**src/hdl/rtpts_pkg.sv**
```systemverilog
`default_nettype none
// ---------------------------------------------------------------------------
// rtpts_pkg
// Shared types and constants for the RTP / MPEG-TS depacketizer.
// ---------------------------------------------------------------------------
package rtpts_pkg;

	localparam int DEF_MAX_PACKET_BYTES = 2048;
	localparam int DEF_TS_PACKET_BYTES  = 188;

	localparam int BYTE_W = 8;
	localparam int TYPE_W = 7;
	localparam int SEQ_W  = 16;
	localparam int HDR_W  = 19;
	localparam int PLEN_W = 12;
	localparam int STAT_W = 3;

	localparam logic [BYTE_W-1:0] TS_SYNC          = 8'h47;
	localparam logic [TYPE_W-1:0] DEF_PAYLOAD_TYPE = 7'd33;
	localparam logic [HDR_W-1:0]  RTP_FIXED_BYTES  = 19'd12;
	localparam logic [1:0]        RTP_VERSION      = 2'd2;

	typedef enum logic [STAT_W-1:0] {
		ST_OK_RTP      = 3'd0,
		ST_OK_RAW      = 3'd1,
		ST_TOO_SHORT   = 3'd2,
		ST_BAD_VERSION = 3'd3,
		ST_WRONG_TYPE  = 3'd4,
		ST_BAD_LENGTH  = 3'd5,
		ST_TRUNCATED   = 3'd6
	} rtpts_status_t;

	typedef struct packed {
		logic [BYTE_W-1:0] data_byte;
		logic              last;
	} rtpts_beat_t;

	typedef struct packed {
		logic [BYTE_W-1:0] payload_byte;
		logic              payload_valid;
		logic              packet_end;
		rtpts_status_t     status;
		logic [SEQ_W-1:0]  sequence_number;
		logic [HDR_W-1:0]  header_length;
		logic [PLEN_W-1:0] payload_length;
	} rtpts_result_t;

endpackage
`default_nettype wire

```
**src/hdl/rtpts_in_stage.sv**
```systemverilog
`default_nettype none
// ---------------------------------------------------------------------------
// rtpts_in_stage
// Input register: captures one byte beat and holds it until the parser
// advances it.
// ---------------------------------------------------------------------------
module rtpts_in_stage
	import rtpts_pkg::*;
(
	input  wire logic        clk,
	input  wire logic        arst_n,
	input  wire logic        byte_valid,
	output logic             byte_stall,
	input  wire rtpts_beat_t beat,
	input  wire logic        advance,
	output logic             valid_s1,
	output rtpts_beat_t      beat_s1
);

	logic accept;

	// stall during reset and while a held beat cannot move on
	assign byte_stall = ~arst_n | (valid_s1 & ~advance);
	assign accept     = byte_valid & ~byte_stall;

	always_ff @(posedge clk or negedge arst_n) begin
		if (!arst_n) begin
			valid_s1 <= 1'b0;
		end else if (accept) begin
			valid_s1 <= 1'b1;
		end else if (advance) begin
			valid_s1 <= 1'b0;
		end
	end

	always_ff @(posedge clk) begin
		if (accept) begin
			beat_s1 <= beat;
		end
	end

endmodule
`default_nettype wire

```
**src/hdl/rtpts_parser.sv**
```systemverilog
`default_nettype none
// ---------------------------------------------------------------------------
// rtpts_parser
// Per-packet header state and the single-pass parse of one byte: header
// field capture, header length, payload gating and end-of-packet status.
// ---------------------------------------------------------------------------
module rtpts_parser
	import rtpts_pkg::*;
#(
	parameter int MAX_PACKET_BYTES = DEF_MAX_PACKET_BYTES,
	parameter int TS_PACKET_BYTES  = DEF_TS_PACKET_BYTES
) (
	input  wire logic              clk,
	input  wire logic              arst_n,
	input  wire logic              advance,
	input  wire rtpts_beat_t       beat_s1,
	input  wire logic [TYPE_W-1:0] expected_pt,
	output logic                   res_valid,
	output rtpts_result_t          res
);

	localparam int IDX_W = $clog2(MAX_PACKET_BYTES + 1);
	localparam int PH_W  = $clog2(TS_PACKET_BYTES + 1);
	localparam logic [IDX_W-1:0] MAX_IDX = IDX_W'(MAX_PACKET_BYTES);
	localparam logic [PH_W:0]    TS_LEN  = (PH_W+1)'(TS_PACKET_BYTES);

	logic [IDX_W-1:0]  idx_q, idx_n, cnt_q, cnt_n, len;
	logic              raw_q, raw_n;
	logic [1:0]        ver_q, ver_n;
	logic              ext_q, ext_n;
	logic [3:0]        csrc_q, csrc_n;
	logic [TYPE_W-1:0] type_q, type_n;
	logic [SEQ_W-1:0]  seq_q, seq_n;
	logic [HDR_W-1:0]  need_q, need_base, need_n, base, idx_w;
	logic [PH_W-1:0]   phase_q, phase_n;
	logic [PH_W:0]     phase_inc;
	logic [BYTE_W-1:0] b;
	logic              in_range, first, hdr0, rtp, pv;
	rtpts_status_t     status;

	assign b        = beat_s1.data_byte;
	assign in_range = idx_q < MAX_IDX;
	assign first    = idx_q == '0;
	assign idx_w    = HDR_W'(idx_q);

	always_comb begin
		hdr0   = in_range & first & (b != TS_SYNC);
		raw_n  = raw_q | (in_range & first & (b == TS_SYNC));
		ver_n  = hdr0 ? b[7:6] : ver_q;
		ext_n  = hdr0 ? b[4] : ext_q;
		csrc_n = hdr0 ? b[3:0] : csrc_q;
		need_base = hdr0 ? (RTP_FIXED_BYTES + HDR_W'({b[3:0], 2'b00})
			+ (b[4] ? HDR_W'(4) : '0)) : need_q;
		base = RTP_FIXED_BYTES + HDR_W'({csrc_n, 2'b00});
		rtp  = in_range & ~raw_n;

		type_n = (rtp && idx_w == HDR_W'(1)) ? b[TYPE_W-1:0] : type_q;
		seq_n  = seq_q;
		if (rtp && idx_w == HDR_W'(2)) begin
			seq_n[15:8] = b;
		end
		if (rtp && idx_w == HDR_W'(3)) begin
			seq_n[7:0] = b;
		end

		// extension length: high byte in units of 256 words, low byte in words
		need_n = need_base;
		if (rtp && ext_n && idx_w == base + HDR_W'(2)) begin
			need_n = need_base + (HDR_W'(b) << 10);
		end else if (rtp && ext_n && idx_w == base + HDR_W'(3)) begin
			need_n = need_base + (HDR_W'(b) << 2);
		end

		pv = in_range & (raw_n | (~first & (idx_w >= need_n)));

		phase_inc = {1'b0, phase_q} + 1'b1;
		cnt_n   = pv ? cnt_q + 1'b1 : cnt_q;
		phase_n = phase_q;
		if (pv) begin
			phase_n = (phase_inc >= TS_LEN) ? '0 : phase_inc[PH_W-1:0];
		end

		idx_n = in_range ? idx_q + 1'b1 : idx_q;
		len   = in_range ? idx_q + 1'b1 : MAX_IDX;

		priority if (raw_n) begin
			status = ST_OK_RAW;
		end else if (HDR_W'(len) < RTP_FIXED_BYTES) begin
			status = ST_TOO_SHORT;
		end else if (ver_n != RTP_VERSION) begin
			status = ST_BAD_VERSION;
		end else if (type_n != expected_pt) begin
			status = ST_WRONG_TYPE;
		end else if (HDR_W'(len) < need_n) begin
			status = ST_TRUNCATED;
		end else if (cnt_n == '0 || phase_n != '0) begin
			status = ST_BAD_LENGTH;
		end else begin
			status = ST_OK_RTP;
		end

		res_valid           = pv | beat_s1.last;
		res.payload_byte    = pv ? b : '0;
		res.payload_valid   = pv;
		res.packet_end      = beat_s1.last;
		res.status          = beat_s1.last ? status : ST_OK_RTP;
		res.sequence_number = (beat_s1.last && !raw_n) ? seq_n : '0;
		res.header_length   = (beat_s1.last && !raw_n) ? need_n : '0;
		res.payload_length  = beat_s1.last ? PLEN_W'(cnt_n) : '0;
	end

	always_ff @(posedge clk or negedge arst_n) begin
		if (!arst_n) begin
			idx_q   <= '0;
			raw_q   <= 1'b0;
			ver_q   <= RTP_VERSION;
			ext_q   <= 1'b0;
			csrc_q  <= '0;
			type_q  <= '0;
			seq_q   <= '0;
			need_q  <= '0;
			cnt_q   <= '0;
			phase_q <= '0;
		end else if (advance) begin
			if (beat_s1.last) begin
				// packet closed: back to the clean state
				idx_q   <= '0;
				raw_q   <= 1'b0;
				ver_q   <= RTP_VERSION;
				ext_q   <= 1'b0;
				csrc_q  <= '0;
				type_q  <= '0;
				seq_q   <= '0;
				need_q  <= '0;
				cnt_q   <= '0;
				phase_q <= '0;
			end else begin
				idx_q   <= idx_n;
				raw_q   <= raw_n;
				ver_q   <= ver_n;
				ext_q   <= ext_n;
				csrc_q  <= csrc_n;
				type_q  <= type_n;
				seq_q   <= seq_n;
				need_q  <= need_n;
				cnt_q   <= cnt_n;
				phase_q <= phase_n;
			end
		end
	end

endmodule
`default_nettype wire

```
**src/hdl/rtpts_out_stage.sv**
```systemverilog
`default_nettype none
// ---------------------------------------------------------------------------
// rtpts_out_stage
// Result register: holds one result beat until the consumer takes it.
// ---------------------------------------------------------------------------
module rtpts_out_stage
	import rtpts_pkg::*;
(
	input  wire logic          clk,
	input  wire logic          arst_n,
	input  wire logic          load,
	input  wire rtpts_result_t res,
	input  wire logic          result_stall,
	output logic               result_valid,
	output logic               free,
	output rtpts_result_t      res_q
);

	assign free = ~result_valid | ~result_stall;

	always_ff @(posedge clk or negedge arst_n) begin
		if (!arst_n) begin
			result_valid <= 1'b0;
		end else if (free) begin
			result_valid <= load;
		end
	end

	always_ff @(posedge clk) begin
		if (free && load) begin
			res_q <= res;
		end
	end

endmodule
`default_nettype wire

```
**src/hdl/rtp_mpeg_ts_depacketizer.sv**
```systemverilog
`default_nettype none
// ---------------------------------------------------------------------------
// rtp_mpeg_ts_depacketizer
// Strips the RTP header from UDP packet bytes, passes MPEG-TS payload on
// and reports per-packet status on the final byte.
// ---------------------------------------------------------------------------
// Each accepted byte is held in the input register, parsed combinationally,
// and its result, if it has one, is registered in the result register.
// Throughput: one byte per cycle while result_stall is low; the input register,
// the single-pass parse and the result register overlap so each stage moves every cycle.
// Bytes that carry neither payload nor the packet end give no result.
// Reset clears all packet state; expected payload type returns to 33.
module rtp_mpeg_ts_depacketizer
	import rtpts_pkg::*;
#(
	parameter int MAX_PACKET_BYTES = DEF_MAX_PACKET_BYTES,
	parameter int TS_PACKET_BYTES  = DEF_TS_PACKET_BYTES
) (
	input  wire logic              clk,
	input  wire logic              arst_n,
	input  wire logic              cfg_we,
	input  wire logic [TYPE_W-1:0] cfg_wdata,
	input  wire logic              byte_valid,
	output logic                   byte_stall,
	input  wire logic [BYTE_W-1:0] data_byte,
	input  wire logic              last,
	output logic                   result_valid,
	input  wire logic              result_stall,
	output logic [BYTE_W-1:0]      payload_byte,
	output logic                   payload_valid,
	output logic                   packet_end,
	output logic [STAT_W-1:0]      status,
	output logic [SEQ_W-1:0]       sequence_number,
	output logic [HDR_W-1:0]       header_length,
	output logic [PLEN_W-1:0]      payload_length
);

	logic [TYPE_W-1:0] expected_pt_q;
	rtpts_beat_t       beat, beat_s1;
	rtpts_result_t     res, res_q;
	logic              valid_s1, advance, res_valid, out_free;

	always_ff @(posedge clk or negedge arst_n) begin
		if (!arst_n) begin
			expected_pt_q <= DEF_PAYLOAD_TYPE;
		end else if (cfg_we) begin
			expected_pt_q <= cfg_wdata;
		end
	end

	assign beat.data_byte = data_byte;
	assign beat.last      = last;
	assign advance        = valid_s1 & out_free;

	rtpts_in_stage u_in (
		.clk        (clk),
		.arst_n     (arst_n),
		.byte_valid (byte_valid),
		.byte_stall (byte_stall),
		.beat       (beat),
		.advance    (advance),
		.valid_s1   (valid_s1),
		.beat_s1    (beat_s1)
	);

	rtpts_parser #(
		.MAX_PACKET_BYTES (MAX_PACKET_BYTES),
		.TS_PACKET_BYTES  (TS_PACKET_BYTES)
	) u_parse (
		.clk         (clk),
		.arst_n      (arst_n),
		.advance     (advance),
		.beat_s1     (beat_s1),
		.expected_pt (expected_pt_q),
		.res_valid   (res_valid),
		.res         (res)
	);

	rtpts_out_stage u_out (
		.clk          (clk),
		.arst_n       (arst_n),
		.load         (advance & res_valid),
		.res          (res),
		.result_stall (result_stall),
		.result_valid (result_valid),
		.free         (out_free),
		.res_q        (res_q)
	);

	assign payload_byte    = res_q.payload_byte;
	assign payload_valid   = res_q.payload_valid;
	assign packet_end      = res_q.packet_end;
	assign status          = res_q.status;
	assign sequence_number = res_q.sequence_number;
	assign header_length   = res_q.header_length;
	assign payload_length  = res_q.payload_length;

	// every result beat carries payload, a packet end, or both
	a_result_has_content: assert property (@(posedge clk) disable iff (!arst_n)
		result_valid |-> (payload_valid || packet_end))
		else $error("result beat with neither payload nor packet end");

	// mid-packet beats carry no packet report
	a_no_report_mid_packet: assert property (@(posedge clk) disable iff (!arst_n)
		(result_valid && !packet_end) |->
		(status == ST_OK_RTP && header_length == '0 && sequence_number == '0
		&& payload_length == '0))
		else $error("packet report outside packet end");

	// raw TS packets report no RTP header
	a_raw_no_header: assert property (@(posedge clk) disable iff (!arst_n)
		(result_valid && packet_end && status == ST_OK_RAW) |->
		(header_length == '0 && sequence_number == '0))
		else $error("raw TS packet reports an RTP header");

	// a parsed byte never waits while the result register is free
	a_no_stall_when_free: assert property (@(posedge clk) disable iff (!arst_n)
		(valid_s1 && out_free) |-> !byte_stall)
		else $error("input stalled while result register free");

endmodule
`default_nettype wire

```
**config.mk**
```make
export PLATFORM = sky130hd
export DESIGN_NAME = rtp_mpeg_ts_depacketizer
export DESIGN_NICKNAME = d
export VERILOG_FILES = /design/src/hdl/rtpts_pkg.sv /design/src/hdl/rtpts_in_stage.sv /design/src/hdl/rtpts_parser.sv /design/src/hdl/rtpts_out_stage.sv /design/src/hdl/rtp_mpeg_ts_depacketizer.sv
export SDC_FILE = /design/constraint.sdc
export NUM_CORES = 1
export LEC_CHECK = 0
export ABC_CLOCK_PERIOD_IN_PS = 8000
export BUFFER_PORTS_ARGS = -buffer_cell sky130_fd_sc_hd__buf_2
export CORE_MARGIN = 2
export CORE_UTILIZATION = 55
export DETAILED_ROUTE_END_ITERATION = 8
export PLACE_DENSITY_LB_ADDON = 0.12
export SYNTH_ARGS = -nofsm -noshare
export SYNTH_HDL_FRONTEND = slang
export SYNTH_SLANG_ARGS = --single-unit
```
**constraint.sdc**
```tcl
create_clock -name clk -period 8 [get_ports clk]
set_clock_uncertainty 0.05 [all_clocks]
set_input_delay 0.4 -clock clk [delete_from_list [all_inputs] [get_ports clk]]
set_output_delay 0.4 -clock clk [all_outputs]
set_load 0.01 [all_outputs]
```
==> summary.md <==
| Metric | Value |
|---|---|
| Outcome | finished, final reports clean |
| DR WL/cell | 19.7 um |
| Power per Cell Area | 230 nW/um2 |
| Library cells used by synthesis | 77 |
| Critical Path Sink Type | flip-flop |
| CP peak stage delay | 560 ps |
| GRT Resource Usage Total | 29.0% |
| Clk Latency, worst-skew pair | 440 ps |
| Synth top area share | 22.6% |
| Die height | 137 um |
| # nets final | 1161 |
| DR vias/cell | 6.14 |
| Via count | 8154 |
| # DRC | 0 |
| Initial DRC count | 841 |
| Max-Slew Margin vs Limit | 21.1% |
| Leakage | 4.64 nW |
| Synth Cell Area | 9740 um2 |
| Num ports | 83 |
| RSZ-0062 raised after global routing | no |
| CTS H-tree depth | 4 |
| Max-slew violation count | 0 |
| Global route overflow | 0 |
| Worst VDD drop | 0.000192 V |
| Hold_ws | 81.5 ps |
| Layout cells sized above 1 | 16.3% |
| Global placement routability congestion | 0.958 |
| Row cnt | 48 |
| Most common cell after layout, fill and taps aside | nand2_1 |
| Mapped Nets | 1083 |
| Post-route clock period utilization | 91.8% |
| Top cells by area, synth | dfrtp_1, edfxtp_1, ha_1, o21ai_0, nand2_1 |
| Startpoint Class | flip-flop |
| Setup total negative slack | 0 ps |
| Kind of critical path | flip-flop to flip-flop |
| Hold crit path type | input port to flip-flop |
| Dpl hpwl | 18.2 mm |
| CTS tree | yes |
| Number of CTS-inserted buffers | 17 |
| Drt first pass iters | 5 |
| Slowest CP cell | or3_1 |
| Number of enable flip-flop cells after synthesis | 69 |
| Max Fclk | 0.136 GHz |
| R2R Setup Slk | 660 ps |
| First-pass GRT wire length | 41.7 mm |
| Initial antenna violation count | 0 |
| Largest net degree at the start of global routing | 69 |
| Clock Tree Buf Depth | 2 |
| Antenna diodes | 0 |
| Die ar. | 18800 um2 |
| Final hold vios | 0 |
| Critical Path AT | 7570 ps |
| Yosys reg bits | 160 |
| Die W | 137 um |
| Post-Syn Instances | 1011 |
| Seq/Total Area, Yosys | 44.7% |
| Ys Warns | 0 |
| Clk sinks | 160 |
| Clock slew seen by the registers of the worst setup and hold paths | 70 ps |
| Crit path required time | 8230 ps |
| CTS root buffer | clkbuf_16 |
| Setup violators final | 0 |
| Max cap viols | 0 |
| Most frequent cells in the layout | nand2_1, nor2_1, o21ai_0, dfrtp_1, buf_2 |
| Area leader, netlist | dfrtp_1 |
| CP max FO | 14 |
| Design area | 11000 um2 |
| Least-Margin Pin Slew | 1180 ps |
| Main synth FF type | dfrtp_1 |
| Ys async rst share | 56.9% |
| Initial Utilization | 56.3% |
| Final ANT Viol Nets | 0 |
| Post-CTS Repair Setup Buffers | 0 |
| Avg Inst Size Synth | 9.63 um2 |
| Number of global-route vias before repair | 7651 |
| Tmin final | 7340 ps |
| Port bufs | 82 |
| Post-DP Area | 10400 um2 |
| Routed WL | 26.1 mm |
| Area Overhead vs Synth | 13.1% |
| Core area | 17300 um2 |
[registers in the layout, summed over array words and instances, names as in the netlist, 7 cells and up]
signal and cells:
expected_pt_q 7, u_in.beat_s1 9, u_out.res_q 60, u_parse.cnt_q 12, u_parse.idx_q 12, u_parse.need_q 19
u_parse.phase_q 8, u_parse.seq_q 16, u_parse.type_q 7
[routing by layer]
layer  vias to the layer above  GRT usage (%)  wire (um)  part of all wire (%)
met1                      3918           41.8      11700                    45
met2                       343           45.0      12100                    46
met3                        45           4.74       1810                   6.9
met4                         0           9.16        533                   2.0
met5                         -              0          0                     0
li1                       3848              -          -                     -
[Yosys cell counts, drive strengths merged, types with 4 or more instances]
cell type and count:
buf 16, a22oi 8, dfrtp 88, a21oi 40
o211ai 7, nand3 24, a211oi 11, nand2 116
nor2 93, o21a 5, or3 6, nor3 10
o41ai 6, o21ai 105, a31oi 9, nand4 14
o31ai 7, a22o 17, ha 49, nor4 14
o22ai 5, mux2 8, xnor2 24, xor2 26
inv 25, and3 18, and2 24, nand2b 9
a21o 11, o22a 4, nor3b 7, nor2b 18
mux2i 26, edfxtp 69, and4 4, clkbuf 40
[per-stage QoR]
stage / total power (W) / worst slack (ps) / instances / utilization [%]
floorplan: 0.00152 / 345 / 1011 / -
global placement: 0.00170 / 967 / 1294 / 60.3
detailed placement: 0.00172 / 710 / 1294 / 60.3
CTS: 0.00253 / 661 / 1327 / 63.7
global route: 0.00265 / 99.1 / 1327 / 63.7
finish: 0.00253 / 658 / 1327 / 63.7
[cell type report]
class                      count  area [um2]
clock buffer                  18         429
clock inverter                14         141
fill                        1451        6280
timing repair buffer         115         663
tap                          225         282
multi-input combinational    769        5050
inverter                      26        97.6
sequential                   160        4350
[critical path: cells and delay by family (launching register included)]
family / cells / cell delay, ps
fa+ha+maj: 3 / 730
buf+inv: 2 / 380
xor+xnor: 1 / 320
compound gates: 10 / 2200
simple gates: 12 / 3020
flops: 1 / 470
[worst paths after layout]
path	start	end	cells after the start
worst min register to register	u_parse.need_q[2]	u_parse.need_q[2]	2
worst max-delay path	u_parse.idx_q[8]	u_out.res_q[49]	28
worst max register to register	u_parse.idx_q[8]	u_out.res_q[49]	28
min in group asynchronous	arst_n	u_parse.seq_q[8]	2
max in group asynchronous	arst_n	u_parse.need_q[14]	3
worst min-delay path	data_byte[6]	u_in.beat_s1[7]	1
[power breakdown]
group | switching (W) | leakage [nW] | total [W] | internal (W)
Sequential | 0.0000640 | 1.87 | 0.00101 | 0.000950
Combinational | 0.000441 | 2.49 | 0.000703 | 0.000262
Clock | 0.000375 | 0.273 | 0.000813 | 0.000439
[cell families (layout without fill, tap and decap cells)]
family                     Yosys count  count (layout)  synth area share [%]
AOI/OAI and AO/OA                  264             264                  17.9
xor gates and xnor gates            50              50                  4.50
adders and majority gates           53              53                  6.91
buffers and inverters               82             173                  3.44
DFF                                160             160                  44.7
muxes                               34              34                  3.60
and+or+nand+nor                    368             368                  19.0
[what timing repair did]
item | in CTS | in global routing
resized for setup | 0 | 1
hold endpoints to repair | 21 | 0
endpoints found under the setup margin | 0 | 1
hold buffers | 1 | 0
No activity file was read; power rests on OpenSTA's default activity.
